`config.mk`:
```
export PLATFORM = sky130hd
export DESIGN_NAME = mains_outage_hold_controller_core
export DESIGN_NICKNAME = d
export VERILOG_FILES = /design/src/hdl/mohc_pkg.sv /design/src/hdl/mains_outage_hold_controller_core.sv
export SDC_FILE = /design/constraint.sdc
export NUM_CORES = 1
export LEC_CHECK = 0
export BUFFER_PORTS_ARGS = -buffer_cell sky130_fd_sc_hd__buf_2
export CAP_MARGIN = 10
export CORE_ASPECT_RATIO = 0.75
export CORE_UTILIZATION = 40
export CTS_CLUSTER_SIZE = 20
export DETAILED_ROUTE_END_ITERATION = 6
export PLACE_DENSITY_LB_ADDON = 0.3
export SETUP_SLACK_MARGIN = 0.15
export SYNTH_ARGS = -nofsm -noshare
export SYNTH_HDL_FRONTEND = slang
export SYNTH_SLANG_ARGS = --single-unit
```
`constraint.sdc`:
```
create_clock -name clk -period 26.1 [get_ports clk]
set_clock_uncertainty 0.05 [all_clocks]
set_input_delay 2.61 -clock clk [delete_from_list [all_inputs] [get_ports clk]]
set_output_delay 2.61 -clock clk [all_outputs]
set_load 0.05 [all_outputs]
```
`src/hdl/mohc_pkg.sv`:
```
// ----------------------------------------------------------------------------
// mohc_pkg - shared definitions for the mains outage hold controller
// Field widths, stream packing, register indexes and register reset values.
// ----------------------------------------------------------------------------
package mohc_pkg;

  // field widths
  localparam int unsigned VoltW = 13;
  localparam int unsigned TimeW = 32;

  // stream packing, padded to whole bytes
  localparam int unsigned InFieldW  = VoltW + TimeW;
  localparam int unsigned InDataW   = ((InFieldW + 7) / 8) * 8;
  localparam int unsigned OutFieldW = 4 + TimeW;
  localparam int unsigned OutDataW  = ((OutFieldW + 7) / 8) * 8;

  // configuration port
  localparam int unsigned CfgIdxW  = 3;
  localparam int unsigned CfgDataW = 32;

  typedef logic [VoltW-1:0]    volt_t;
  typedef logic [TimeW-1:0]    time_t;
  typedef logic [CfgIdxW-1:0]  cfg_idx_t;

  // register indexes
  localparam cfg_idx_t REG_ON_THRESHOLD   = 3'd0;
  localparam cfg_idx_t REG_OFF_THRESHOLD  = 3'd1;
  localparam cfg_idx_t REG_PRESENT_DEB    = 3'd2;
  localparam cfg_idx_t REG_ABSENT_DEB     = 3'd3;
  localparam cfg_idx_t REG_BOOT_ARM       = 3'd4;
  localparam cfg_idx_t REG_SHUTDOWN_AFTER = 3'd5;
  localparam cfg_idx_t REG_BOOT_TIME      = 3'd6;
  localparam cfg_idx_t REG_PIN_FITTED     = 3'd7;

  // register reset values
  localparam volt_t RST_ON_THRESHOLD   = 13'd1440;
  localparam volt_t RST_OFF_THRESHOLD  = 13'd1120;
  localparam time_t RST_PRESENT_DEB    = 32'd500;
  localparam time_t RST_ABSENT_DEB     = 32'd200;
  localparam time_t RST_BOOT_ARM       = 32'd5000;
  localparam time_t RST_SHUTDOWN_AFTER = 32'd30000;
  localparam time_t RST_BOOT_TIME      = 32'd0;
  localparam logic  RST_PIN_FITTED     = 1'b1;

  // timestamp value that means not captured
  localparam time_t TIME_UNSET = 32'd0;

endpackage

```
`src/hdl/mains_outage_hold_controller_core.sv`:
```
// ----------------------------------------------------------------------------
// mains_outage_hold_controller_core - mains presence qualifier and hold timer
// Debounces mains presence with hysteresis, times outages after boot arming
// and latches a shutdown that drops the hold enable.
// ----------------------------------------------------------------------------
// Timing: a sample passes the input register, then the result register, before
// out_tvalid rises; a stalled result register holds it back.
// Throughput: one sample per cycle while the result stream is not stalled, set by the single decision stage.
// Reset: rst_n synchronous, active low; clears control state and loads
// every configuration register with its default value.
module mains_outage_hold_controller_core (
  input  logic                            clk,
  input  logic                            rst_n,
  // input stream
  input  logic                            in_tvalid,
  output logic                            in_tready,
  // [12:0] vrms_sample, [44:13] now_ms, [47:45] zero
  input  logic [mohc_pkg::InDataW-1:0]    in_tdata,
  // result stream
  output logic                            out_tvalid,
  input  logic                            out_tready,
  // [0] enable_level, [1] mains_ok, [2] outage_flag,
  // [34:3] outage_elapsed_ms, [35] shutdown_latched, [39:36] zero
  output logic [mohc_pkg::OutDataW-1:0]   out_tdata,
  // configuration write channel
  input  logic                            cfg_valid,
  output logic                            cfg_ready,
  input  logic [mohc_pkg::CfgIdxW-1:0]    cfg_index,
  input  logic [mohc_pkg::CfgDataW-1:0]   cfg_data
);

  localparam int unsigned InPadW  = mohc_pkg::InDataW - mohc_pkg::InFieldW;
  localparam int unsigned OutPadW = mohc_pkg::OutDataW - mohc_pkg::OutFieldW;

  // configuration registers
  mohc_pkg::volt_t on_thr_r, off_thr_r;
  mohc_pkg::time_t pres_deb_r, abs_deb_r, boot_arm_r, sd_after_r, boot_time_r;
  logic            pin_fitted_r;

  // controller state
  logic            present_r, seen_r, running_r, sd_done_r;
  mohc_pkg::time_t pres_since_r, abs_since_r, out_start_r;

  // input stage
  logic            s1_valid_r;
  mohc_pkg::volt_t s1_volt_r;
  mohc_pkg::time_t s1_now_r;

  // result stage
  logic                                out_valid_r;
  logic [mohc_pkg::OutFieldW-1:0]      out_fields_r;

  // next state
  logic            present_nxt, seen_nxt, running_nxt, sd_done_nxt;
  mohc_pkg::time_t pres_since_nxt, abs_since_nxt, out_start_nxt;
  logic [mohc_pkg::OutFieldW-1:0] out_fields_nxt;

  logic s1_adv;
  logic s1_fire;

  // configuration writes are always taken
  assign cfg_ready = 1'b1;

  always_ff @(posedge clk) begin
    if (!rst_n) begin
      on_thr_r     <= mohc_pkg::RST_ON_THRESHOLD;
      off_thr_r    <= mohc_pkg::RST_OFF_THRESHOLD;
      pres_deb_r   <= mohc_pkg::RST_PRESENT_DEB;
      abs_deb_r    <= mohc_pkg::RST_ABSENT_DEB;
      boot_arm_r   <= mohc_pkg::RST_BOOT_ARM;
      sd_after_r   <= mohc_pkg::RST_SHUTDOWN_AFTER;
      boot_time_r  <= mohc_pkg::RST_BOOT_TIME;
      pin_fitted_r <= mohc_pkg::RST_PIN_FITTED;
    end else if (cfg_valid) begin
      unique case (cfg_index)
        mohc_pkg::REG_ON_THRESHOLD:   on_thr_r     <= cfg_data[mohc_pkg::VoltW-1:0];
        mohc_pkg::REG_OFF_THRESHOLD:  off_thr_r    <= cfg_data[mohc_pkg::VoltW-1:0];
        mohc_pkg::REG_PRESENT_DEB:    pres_deb_r   <= cfg_data[mohc_pkg::TimeW-1:0];
        mohc_pkg::REG_ABSENT_DEB:     abs_deb_r    <= cfg_data[mohc_pkg::TimeW-1:0];
        mohc_pkg::REG_BOOT_ARM:       boot_arm_r   <= cfg_data[mohc_pkg::TimeW-1:0];
        mohc_pkg::REG_SHUTDOWN_AFTER: sd_after_r   <= cfg_data[mohc_pkg::TimeW-1:0];
        mohc_pkg::REG_BOOT_TIME:      boot_time_r  <= cfg_data[mohc_pkg::TimeW-1:0];
        mohc_pkg::REG_PIN_FITTED:     pin_fitted_r <= cfg_data[0];
        default: ;
      endcase
    end
  end

  // pipeline flow: the decision stage moves when the result slot is free
  assign s1_adv    = !out_valid_r || out_tready;
  assign s1_fire   = s1_valid_r && s1_adv;
  assign in_tready = !s1_valid_r || s1_adv;

  always_ff @(posedge clk) begin
    if (!rst_n) begin
      s1_valid_r <= 1'b0;
    end else if (in_tready) begin
      s1_valid_r <= in_tvalid;
    end
  end

  always_ff @(posedge clk) begin
    if (in_tready && in_tvalid) begin
      s1_volt_r <= in_tdata[mohc_pkg::VoltW-1:0];
      s1_now_r  <= in_tdata[mohc_pkg::InFieldW-1:mohc_pkg::VoltW];
    end
  end

  // presence qualification, outage timing and shutdown decision
  always_comb begin
    logic            armed;
    logic            mains_now;
    logic            check_sd;
    mohc_pkg::time_t now;
    mohc_pkg::time_t pres_eff;
    mohc_pkg::time_t abs_eff;
    mohc_pkg::time_t elapsed;

    now      = s1_now_r;
    armed    = (now - boot_time_r) >= boot_arm_r;
    mains_now = present_r ? ({1'b0, s1_volt_r} > {1'b0, off_thr_r})
                          : (s1_volt_r >= on_thr_r);
    pres_eff = (pres_since_r == mohc_pkg::TIME_UNSET) ? now : pres_since_r;
    abs_eff  = (abs_since_r == mohc_pkg::TIME_UNSET) ? now : abs_since_r;

    present_nxt    = present_r;
    seen_nxt       = seen_r;
    running_nxt    = running_r;
    sd_done_nxt    = sd_done_r;
    pres_since_nxt = pres_since_r;
    abs_since_nxt  = abs_since_r;
    out_start_nxt  = out_start_r;
    check_sd       = 1'b0;

    if (!sd_done_r) begin
      if (mains_now) begin
        abs_since_nxt = mohc_pkg::TIME_UNSET;
        if (!present_r) begin
          pres_since_nxt = pres_eff;
          if ((now - pres_eff) >= pres_deb_r) begin
            present_nxt   = 1'b1;
            seen_nxt      = 1'b1;
            running_nxt   = 1'b0;
            out_start_nxt = '0;
          end
        end else begin
          pres_since_nxt = now;
          running_nxt    = 1'b0;
          out_start_nxt  = '0;
        end
      end else begin
        pres_since_nxt = mohc_pkg::TIME_UNSET;
        if (present_r) begin
          abs_since_nxt = abs_eff;
          check_sd      = 1'b1;
          if ((now - abs_eff) >= abs_deb_r) begin
            present_nxt = 1'b0;
            if (armed && seen_r) begin
              running_nxt   = 1'b1;
              out_start_nxt = now;
            end
          end
        end else if (seen_r && armed) begin
          abs_since_nxt = abs_eff;
          check_sd      = 1'b1;
          if (!running_r && ((now - abs_eff) >= abs_deb_r)) begin
            running_nxt   = 1'b1;
            out_start_nxt = now;
          end
        end
      end
    end

    elapsed = now - out_start_nxt;

    // outage long enough: latch shutdown when the pin is fitted
    if (check_sd && running_nxt && (elapsed >= sd_after_r) && pin_fitted_r) begin
      sd_done_nxt = 1'b1;
    end

    out_fields_nxt = {sd_done_nxt,
                      running_nxt ? elapsed : mohc_pkg::time_t'(0),
                      running_nxt,
                      present_nxt,
                      pin_fitted_r && !sd_done_nxt};
  end

  // state update on each processed sample
  always_ff @(posedge clk) begin
    if (!rst_n) begin
      present_r    <= 1'b0;
      seen_r       <= 1'b0;
      running_r    <= 1'b0;
      sd_done_r    <= 1'b0;
      pres_since_r <= mohc_pkg::TIME_UNSET;
      abs_since_r  <= mohc_pkg::TIME_UNSET;
      out_start_r  <= '0;
    end else if (s1_fire) begin
      present_r    <= present_nxt;
      seen_r       <= seen_nxt;
      running_r    <= running_nxt;
      sd_done_r    <= sd_done_nxt;
      pres_since_r <= pres_since_nxt;
      abs_since_r  <= abs_since_nxt;
      out_start_r  <= out_start_nxt;
    end
  end

  // result register
  always_ff @(posedge clk) begin
    if (!rst_n) begin
      out_valid_r <= 1'b0;
    end else if (s1_adv) begin
      out_valid_r <= s1_valid_r;
    end
  end

  always_ff @(posedge clk) begin
    if (s1_fire) begin
      out_fields_r <= out_fields_nxt;
    end
  end

  assign out_tvalid = out_valid_r;
  assign out_tdata  = {{OutPadW{1'b0}}, out_fields_r};

  // padding bits of the input word carry nothing
  logic [InPadW-1:0] in_pad_unused;
  assign in_pad_unused = in_tdata[mohc_pkg::InDataW-1:mohc_pkg::InFieldW];

endmodule

```
## After elaboration in Yosys (flattened, before gate mapping)

Index checks and enable logic that the tools add are counted.
W data, S select, Z words.

- $add $sub $neg: 4
- Eq/ne operators: 7
- Reductions and logical operators: 29
- Magnitude comparators: 6
- Bitwise gates (word level): 2
- Mux-type cells: 37

Operator list:

| cell | number |
|---|---|
| $mux W32 | 16 |
| $ge A32 B32 Y1 | 4 |
| $sub A32 B32 Y32 | 4 |
| $logic_not A32 Y1 | 2 |
| $mux W1 | 21 |
| $reduce_and A2 Y1 | 9 |
| $ge A13 B13 Y1 | 1 |
| $gt A13 B13 Y1 | 1 |
| $eq A3 B3 Y1 const B | 4 |
| $logic_and A1 B1 Y1 | 8 |
| $eq A3 B2 Y1 const B | 2 |
| $reduce_and A5 Y1 | 1 |
| $logic_not A1 Y1 | 4 |
| $eq A3 B1 Y1 const B | 1 |
| $logic_not A3 Y1 | 1 |
| $reduce_and A3 Y1 | 1 |
| $reduce_bool A3 Y1 | 1 |
| $logic_or A1 B1 Y1 | 2 |
| $not A1 Y1 | 2 |

- Word-level logic and storage cells: 106
- Output and inout bits: 43
- Register bits: 370

## Depth between registers and ports, before layout

Gate-level depths: netlist of the first run.

- Depth in word-level cells: 17
- Gate-level depth with buffers: 48
- Gate-level depth less buffers: 45

## Worst setup path before layout of the first run

Ideal clock, no wire load.

- Path type: register -> register
- From: reg abs_since_r[17]
- To: reg out_fields_r[35] (netlist bit) (data pin)
- Path buffers: 4
- Slack: 16.487 ns
- Arrival time: 9.310 ns
- Setup time: 0.254 ns
- Cell stages (with the launch flop): 46
- Cell sequence: dfxtp_1 > nor4_1 > nand4_1 > nor2_2 > clkbuf_1 > a21oi_1 > ha_1 > a21o_1 > a21o_1 > a21o_1 > a21o_1 > a2111oi_0 > o21a_1 > nor2_1 > a31oi_1 > xnor2_1 > ha_1 > a2111oi_0 > [10 not listed] > nor2b_1 > o31ai_1 > a311oi_1 > o21a_1 > a2111o_1 > nand2_1 > o21ai_0 > xor2_1 > ha_1 > a21o_1 > a21o_1 > a21o_1 > a21o_1 > a21oi_1 > o21ai_0 > a221oi_1 > nor3_1 > a21o_1

- Longest elaborated chain between the ends: 15
- Elaborated cells between the ends (all ways): 23
- Those cells by class: add/sub (2); order compare (2); mux (14); reduce/logical (5)

Ends and longest elaborated chain:

| what | line | RTL |
|---|---|---|
| start, declared | mains_outage_hold_controller_core.sv:42 | `mohc_pkg::time_t pres_since_r, abs_since_r, out_start_r;` |
| start signal, assigned | mains_outage_hold_controller_core.sv:196 | `abs_since_r <= mohc_pkg::TIME_UNSET;` |
| start signal, assigned | mains_outage_hold_controller_core.sv:204 | `abs_since_r <= abs_since_nxt;` |
| $logic_not A32 Y1 | mains_outage_hold_controller_core.sv:124 | `abs_eff = (abs_since_r == mohc_pkg::TIME_UNSET) ? now : abs_since_r;` |
| $mux W32 * | mains_outage_hold_controller_core.sv:124 |  |
| $sub A32 B32 Y32 * | mains_outage_hold_controller_core.sv:156, mains_outage_hold_controller_core.sv:166 |  |
| $ge A32 B32 Y1 * | mains_outage_hold_controller_core.sv:156, mains_outage_hold_controller_core.sv:166 |  |
| $logic_and A1 B1 Y1 | mains_outage_hold_controller_core.sv:166 | `if (!running_r && ((now - abs_eff) >= abs_deb_r)) begin` |
| $mux W32 | mains_outage_hold_controller_core.sv:166 |  |
| $mux W32 | mains_outage_hold_controller_core.sv:163 | `end else if (seen_r && armed) begin` |
| $mux W32 | mains_outage_hold_controller_core.sv:153 | `if (present_r) begin` |
| $mux W32 | mains_outage_hold_controller_core.sv:136 | `if (mains_now) begin` |
| $mux W32 | mains_outage_hold_controller_core.sv:135 | `if (!sd_done_r) begin` |
| $sub A32 B32 Y32 | mains_outage_hold_controller_core.sv:174 | `elapsed = now - out_start_nxt;` |
| $ge A32 B32 Y1 | mains_outage_hold_controller_core.sv:177 | `if (check_sd && running_nxt && (elapsed >= sd_after_r) && pin_fitted_r) begin` |
| $logic_and A1 B1 Y1 * (2 in series) | mains_outage_hold_controller_core.sv:177 |  |
| $mux W1 * | mains_outage_hold_controller_core.sv:177 |  |
| named net out_fields_nxt, one bit | mains_outage_hold_controller_core.sv:56 | `logic [mohc_pkg::OutFieldW-1:0] out_fields_nxt;` |
| end signal, assigned | mains_outage_hold_controller_core.sv:220 | `out_fields_r <= out_fields_nxt;` |
| end, declared | mains_outage_hold_controller_core.sv:51 | `logic [mohc_pkg::OutFieldW-1:0] out_fields_r;` |

The timed path passes the listed nets; every way through them passes the cells marked *.
A chain may end at the register's enable or synchronous reset.

## Final worst setup path of the first run

- From: reg abs_since_r[24]
- To: reg out_fields_r[0] (netlist bit) (data pin)

- Longest elaborated chain between the ends: 17
- Elaborated cells between the ends (all ways): 25
- Those cells by class: add/sub (2); order compare (2); mux (14); reduce/logical (7)

Ends and longest elaborated chain:

| what | line | RTL |
|---|---|---|
| $logic_not A32 Y1 | mains_outage_hold_controller_core.sv:124 |  |
| $mux W32 * | mains_outage_hold_controller_core.sv:124 |  |
| $sub A32 B32 Y32 * | mains_outage_hold_controller_core.sv:156, mains_outage_hold_controller_core.sv:166 |  |
| $ge A32 B32 Y1 * | mains_outage_hold_controller_core.sv:156, mains_outage_hold_controller_core.sv:166 |  |
| $logic_and A1 B1 Y1 | mains_outage_hold_controller_core.sv:166 |  |
| $mux W32 | mains_outage_hold_controller_core.sv:166 |  |
| $mux W32 | mains_outage_hold_controller_core.sv:163 |  |
| $mux W32 * | mains_outage_hold_controller_core.sv:153 |  |
| [2 not listed] | - |  |
| named net out_start_nxt[0] | mains_outage_hold_controller_core.sv:55 | `mohc_pkg::time_t pres_since_nxt, abs_since_nxt, out_start_nxt;` |
| $sub A32 B32 Y32 * | mains_outage_hold_controller_core.sv:174 |  |
| $ge A32 B32 Y1 * | mains_outage_hold_controller_core.sv:177 |  |
| $logic_and A1 B1 Y1 * (2 in series) | mains_outage_hold_controller_core.sv:177 |  |
| $mux W1 * | mains_outage_hold_controller_core.sv:177 |  |
| $logic_not A1 Y1 * | mains_outage_hold_controller_core.sv:185 | `pin_fitted_r && !sd_done_nxt};` |
| $logic_and A1 B1 Y1 * | mains_outage_hold_controller_core.sv:185 |  |
| named net out_fields_nxt, one bit | mains_outage_hold_controller_core.sv:56 |  |

Marks and branches as above.

==> impl_metrics.json, run 1 <==
{
  "cts_max_level": 2,
  "numCtsBuffers": 42,
  "fin_setup_tns_ns": 0,
  "io_pins": 131,
  "ctsHoldBuffers": 0,
  "grt_max_degree": 102,
  "slew_headroom_pct": 15.8,
  "final_common_cell": "nand2_1",
  "layout.nets": 3337,
  "grt-ovfl-total": 0,
  "p_int_mw": 1.47,
  "cts_root_buf": "clkbuf_16",
  "path_common_cell": "a21o_1",
  "slew_violations": 0,
  "synthFlopType": "dfxtp_1",
  "syn_inst": 2903,
  "power_frac_seq_pct": 26.0,
  "ir_worst_vdd_v": 0.0000582,
  "slowest_delay_ns": 0.71,
  "required_ns": 26.37,
  "yosys.area.top_type_share_pct": 23.6,
  "synth_seq_area_share_pct": 33.6,
  "slowest_stage": "a221oi_1",
  "clock_latency_ns": 0.60,
  "ys_warn_count": 0,
  "wl_met2_um": 31600,
  "timing.hold.worst.class": "reg -> reg",
  "dr_wl_met3_um": 5020,
  "synth-edff-count": 81,
  "clk_pin_slew_ns": 0.06,
  "swShare_pct": 40.1,
  "cap_viol_max_count": 0,
  "hold_viol": 0,
  "place.gp.congestion": 0.921,
  "endpoint_kind": "register",
  "finalCritPeriodShare_pct": 50.5,
  "antenna_found_initial": 3,
  "dieWidth_um": 288,
  "dieHeight_um": 216,
  "arrival_ns": 13.44,
  "first_iter_violations": 1869,
  "wl_per_cell_um": 19.7,
  "numPortBuffers": 122,
  "via_per_inst": 5.66,
  "numClockSinks": 370,
  "synth_area_um2": 24500,
  "p_clk_share_pct": 26.5,
  "powerDensity_nw_per_um2": 89.7,
  "hold_ws_ns": 0.413,
  "design.die.area_um2": 62200,
  "diodes": 0,
  "drc": 0,
  "yosysUniqueCellTypes": 84,
  "avgSynthCellArea_um2": 8.43,
  "ys_ff_latch": 370,
  "setup_viol": 0,
  "grt_pass1_wl_um": 115000,
  "outcome": "completed",
  "cts_tree": "yes",
  "mostFrequentLayoutCells": "nand2_1 (470), dfxtp_1 (289), ha_1 (273)",
  "wirelength_um": 74900,
  "pwr-share-comb_pct": 47.5,
  "coreArea_um2": 60400,
  "drtPass1Iterations": 5,
  "vias": 21540,
  "cp-start-kind": "register",
  "fmax_mhz": 75.9,
  "tightest_slew_ns": 1.26,
  "grtUsageTotal_pct": 23.6,
  "hpwlAfterDp_um": 55300,
  "async_flop_share_pct": 0,
  "drive_gt1_share_pct": 8.75,
  "fin_crit_ns": 13.17,
  "num_rows": 78,
  "cp_max_fo": 33,
  "wl_met1_um": 36600,
  "cts_buffer_depth": 3,
  "leakagePower_nw": 10.4,
  "rsz0062_at_grt": "no",
  "placed_cells": 3727,
  "worstSetupPathType": "reg -> reg",
  "p_sw_mw": 0.983,
  "highest_layer": "met5",
  "grt_pass1_vias": 20308,
  "stdcell_count": 3807,
  "synth_area_leaders": "dfxtp_1 (24%), ha_1 (14%), edfxtp_1 (9.9%), nand2_1 (7.2%), a21boi_0 (5.2%)",
  "start_util_pct": 40.5,
  "drtAntennaViolNets": 0,
  "cts_resized": 0,
  "post_cts_buffers": 0,
  "rrSetupSlack_ns": 12.93,
  "synth_top_area_cell": "dfxtp_1",
  "synthToLayoutAreaGrowth_pct": 11.7
}
-- power groups by stage --
stage	clock network [mW]	registers [mW]	logic [mW]
after global placement	0	0.647	1.12
after detailed placement	0	0.648	1.15
after CTS	0.664	0.636	1.16
after global routing	0.689	0.638	1.30
after floorplan	0	0.646	0.861
final	0.650	0.637	1.17
-- worst max-delay path: cells and delay by family (launching register included) --
kind | cells | cell delay (ns)
adders and majority gates | 5 | 1.57
DFF | 1 | 0.32
AOI/OAI and AO/OA | 25 | 6.88
xor gates and xnor gates | 2 | 0.31
and+or+nand+nor | 10 | 3.26
buffers and inverters | 2 | 0.45
-- cell usage after synthesis (all sizes together) (42+ instances only) --
cell and number:
a22oi 65, o211ai 43, a21boi 188, xnor2 63, nor2b 94, edfxtp 81, nor2 95, o21ai 85
nand2 470, dfxtp 289, and2 42, clkbuf 94, a21oi 169, inv 220, a21o 88, ha 273
-- metal layers --
layer	vias up	track usage (%)
met1	10278	34.8
met4	2	5.99
met5	-	0
met3	105	3.12
met2	642	36.0
li1	10513	-
-- kinds of logic after synthesis --
family	synth area share [%]
simple gates	18.1
fa+ha+maj	14.2
buf+inv	5.45
compound gates	24.8
other cells	0.0307
xor+xnor	3.58
mux	0.251
flops	33.6
-- state kept, by name, indices dropped and copies added (netlist names), 32 cells and up --
name,cells
out_fields_r,36
abs_deb_r,32
abs_since_r,32
boot_arm_r,32
boot_time_r,32
out_start_r,32
pres_deb_r,32
pres_since_r,32
s1_now_r,32
sd_after_r,32
-- layout make-up --
class                           count  area, µm²
Clock buffer                       59       1260
Inverter                          220        826
Fill cell                        5832      33100
Sequential cell                   370       8220
Tap cell                          800       1000
Timing Repair Buffer              146        808
Clock inverter                     19        256
Multi-Input combinational cell   2193      15000
-- path summary, 6_finish.rpt --
kind	start	to	depth (start not counted)
min reg2reg	boot_time_r[8]	boot_time_r[8]	2
min	boot_time_r[8]	boot_time_r[8]	2
max	abs_since_r[24]	out_fields_r[0]	44
max reg2reg	abs_since_r[24]	out_fields_r[0]	44
-- per-stage QoR --
step                      total power [mW]  area, µm²  utilization [%]  setup slack, ns
final                                 2.45      27300             45.2            12.93
after global routing                  2.63      27300             45.2            12.34
after CTS                             2.46      27300             45.2            13.12
after detailed placement              1.80      25800             42.7            13.18
after global placement                1.76      25800             42.7            13.26
after floorplan                       1.51      24500                -            16.49
Note: power is estimated with default switching activity, not from simulation.
==> inputs of run 2 (changes only) <==
==> constraint.sdc (replaced) <==
create_clock -name clk -period 13.5 [get_ports clk]
set_clock_uncertainty 0.05 [all_clocks]
set_input_delay 1.35 -clock clk [delete_from_list [all_inputs] [get_ports clk]]
set_output_delay 1.35 -clock clk [all_outputs]
set_load 0.05 [all_outputs]
==> impl_metrics.json, run 2 (synthesis gave the netlist of run 1 again) <==
{
  "wirelength_um": 73400,
  "drive_gt1_share_pct": 8.94,
  "ctsHoldBuffers": 0,
  "drc": 0,
  "slew_headroom_pct": 12.7,
  "num-fill-cells": 5888,
  "grt_pass1_wl_um": 114000,
  "diodes": 0,
  "cts_tree": "yes",
  "required_ns": 13.77,
  "cp_max_fo": 22,
  "largest_reg_flops": 36,
  "via_per_inst": 5.65,
  "final_common_cell": "nand2_1",
  "fin_setup_tns_ns": 0,
  "dieHeight_um": 216,
  "hpwlAfterDp_um": 54500,
  "worstSetupPathType": "reg -> reg",
  "coreArea_um2": 60400,
  "min-delay-start": "out_start_r[1]",
  "vias": 21594,
  "slowest_delay_ns": 0.88,
  "numCtsBuffers": 44,
  "io_pins": 131,
  "layout.nets": 3350,
  "wl_per_cell_um": 19.2,
  "p_clk_share_pct": 26.8,
  "mostFrequentLayoutCells": "nand2_1 (470), dfxtp_1 (289), ha_1 (273)",
  "layout_setup_ws_ns": 1.16,
  "post-place-ws_ns": 1.29,
  "pwr-share-comb_pct": 47.5,
  "tightest_slew_ns": 1.31,
  "power_frac_seq_pct": 25.7,
  "drtPass1Iterations": 6,
  "rrSetupSlack_ns": 1.16,
  "cts_max_level": 2,
  "ir_worst_vdd_v": 0.000124,
  "powerDensity_nw_per_um2": 173,
  "clock_latency_ns": 0.59,
  "slowest_stage": "o21ai_2",
  "numClockSinks": 370,
  "cts_resized": 0,
  "whs_path_depth": 2,
  "antenna_found_initial": 1,
  "numPortBuffers": 122,
  "synthToLayoutAreaGrowth_pct": 12.1,
  "start_util_pct": 40.5,
  "arrival_ns": 12.61,
  "first_iter_violations": 1900,
  "finalCritPeriodShare_pct": 91.4,
  "grtUsageTotal_pct": 23.3,
  "min_to": "out_start_r[1]",
  "endpoint_kind": "register",
  "fmax_mhz": 81.1,
  "swShare_pct": 39.6,
  "cap_viol_max_count": 0,
  "drtAntennaViolNets": 0,
  "place.gp.congestion": 0.933,
  "cts_buffer_depth": 3,
  "r2r-start": "abs_since_r[24]",
  "grt-ovfl-total": 0,
  "grt_pass1_vias": 20533,
  "slew_violations": 0,
  "timing.hold.worst.class": "reg -> reg",
  "clk_pin_slew_ns": 0.06,
  "setup_viol": 0,
  "cp-start-kind": "register",
  "p_int_mw": 2.87,
  "num_rows": 78,
  "design.die.area_um2": 62200,
  "regMostFlops": "out_fields_r",
  "outcome": "completed",
  "reg2reg_to": "out_fields_r[0]",
  "p_sw_mw": 1.88,
  "rsz0062_at_grt": "no",
  "worstRegToRegCells": 43,
  "post_cts_buffers": 0,
  "grt_max_degree": 185,
  "hold_viol": 0,
  "leakagePower_nw": 10.4,
  "fin_crit_ns": 12.34,
  "cts_root_buf": "clkbuf_16",
  "dieWidth_um": 288
}
[run 2: cell count changes in the layout (fill, tap and decap cells not counted), moves of 2 or more]
cell and change:
inv_6 -2, clkbuf_8 -6, clkbuf_1 +6, clkbuf_16 +6
buf_4 +13
[run 2: how the worst max path moves through the flow]
stage | from | to
after floorplan | abs_since_r[17] | out_fields_r[35]
after global placement | abs_since_r[24] | out_fields_r[0]
after detailed placement | abs_since_r[24] | out_fields_r[0]
after CTS | abs_since_r[24] | out_fields_r[0]
after global routing | abs_since_r[24] | out_fields_r[0]
final | abs_since_r[24] | out_fields_r[0]
[run 2: layer usage]
| metal | global-route usage (%) | wire length (µm) |
|---|---|---|
| met1 | 33.8 | 35500 |
| met2 | 35.8 | 31300 |
| met3 | 3.18 | 4870 |
| met4 | 6.84 | 1780 |
| met5 | 0 | 0 |
[run 2: power by group through the flow]
stage	Combinational [mW]	Clock (mW)	Sequential [mW]
floorplan	1.66	0	1.25
global placement	2.16	0	1.24
CTS	2.24	1.30	1.22
detailed placement	2.23	0	1.24
global route	2.54	1.35	1.22
finish	2.26	1.27	1.22
[run 2: area by class of cell]
cell class              instances  area, µm²  share of cell area [%]
clock buffers                  65       1350                    4.91
clock inverters                16        206                   0.753
inverters                     220        826                    3.01
multi-input cells            2193      15000                    54.5
flip-flops and latches        370       8220                    30.0
well taps                     800       1000                    3.65
repair buffers                157        880                    3.21
[run 2: worst max-delay path, delay by kind of cell, from the launching register on]
kind                       cells  cell delay, ns
and+or+nand+nor               10            2.48
xor gates and xnor gates       1            0.16
adders and majority gates      5            1.41
DFF                            1            0.32
buffers and inverters          2            0.38
muxes                          1            0.25
AOI/OAI and AO/OA             24            7.00
[run 2: through the flow]
step           total power, mW  instance area [µm²]  hold WS, ns  instances  util, %
6_report                  4.76                27400        0.402       3821     45.4
5_1_grt                   5.11                27400        0.430       3821     45.4
4_1_cts                   4.77                27400        0.401       3820     45.4
3_5_place_dp              3.47                25900        0.393       3739     42.8
3_3_place_gp              3.40                25900        0.389       3739     42.8
2_1_floorplan             2.91                24500        0.380       2906        -
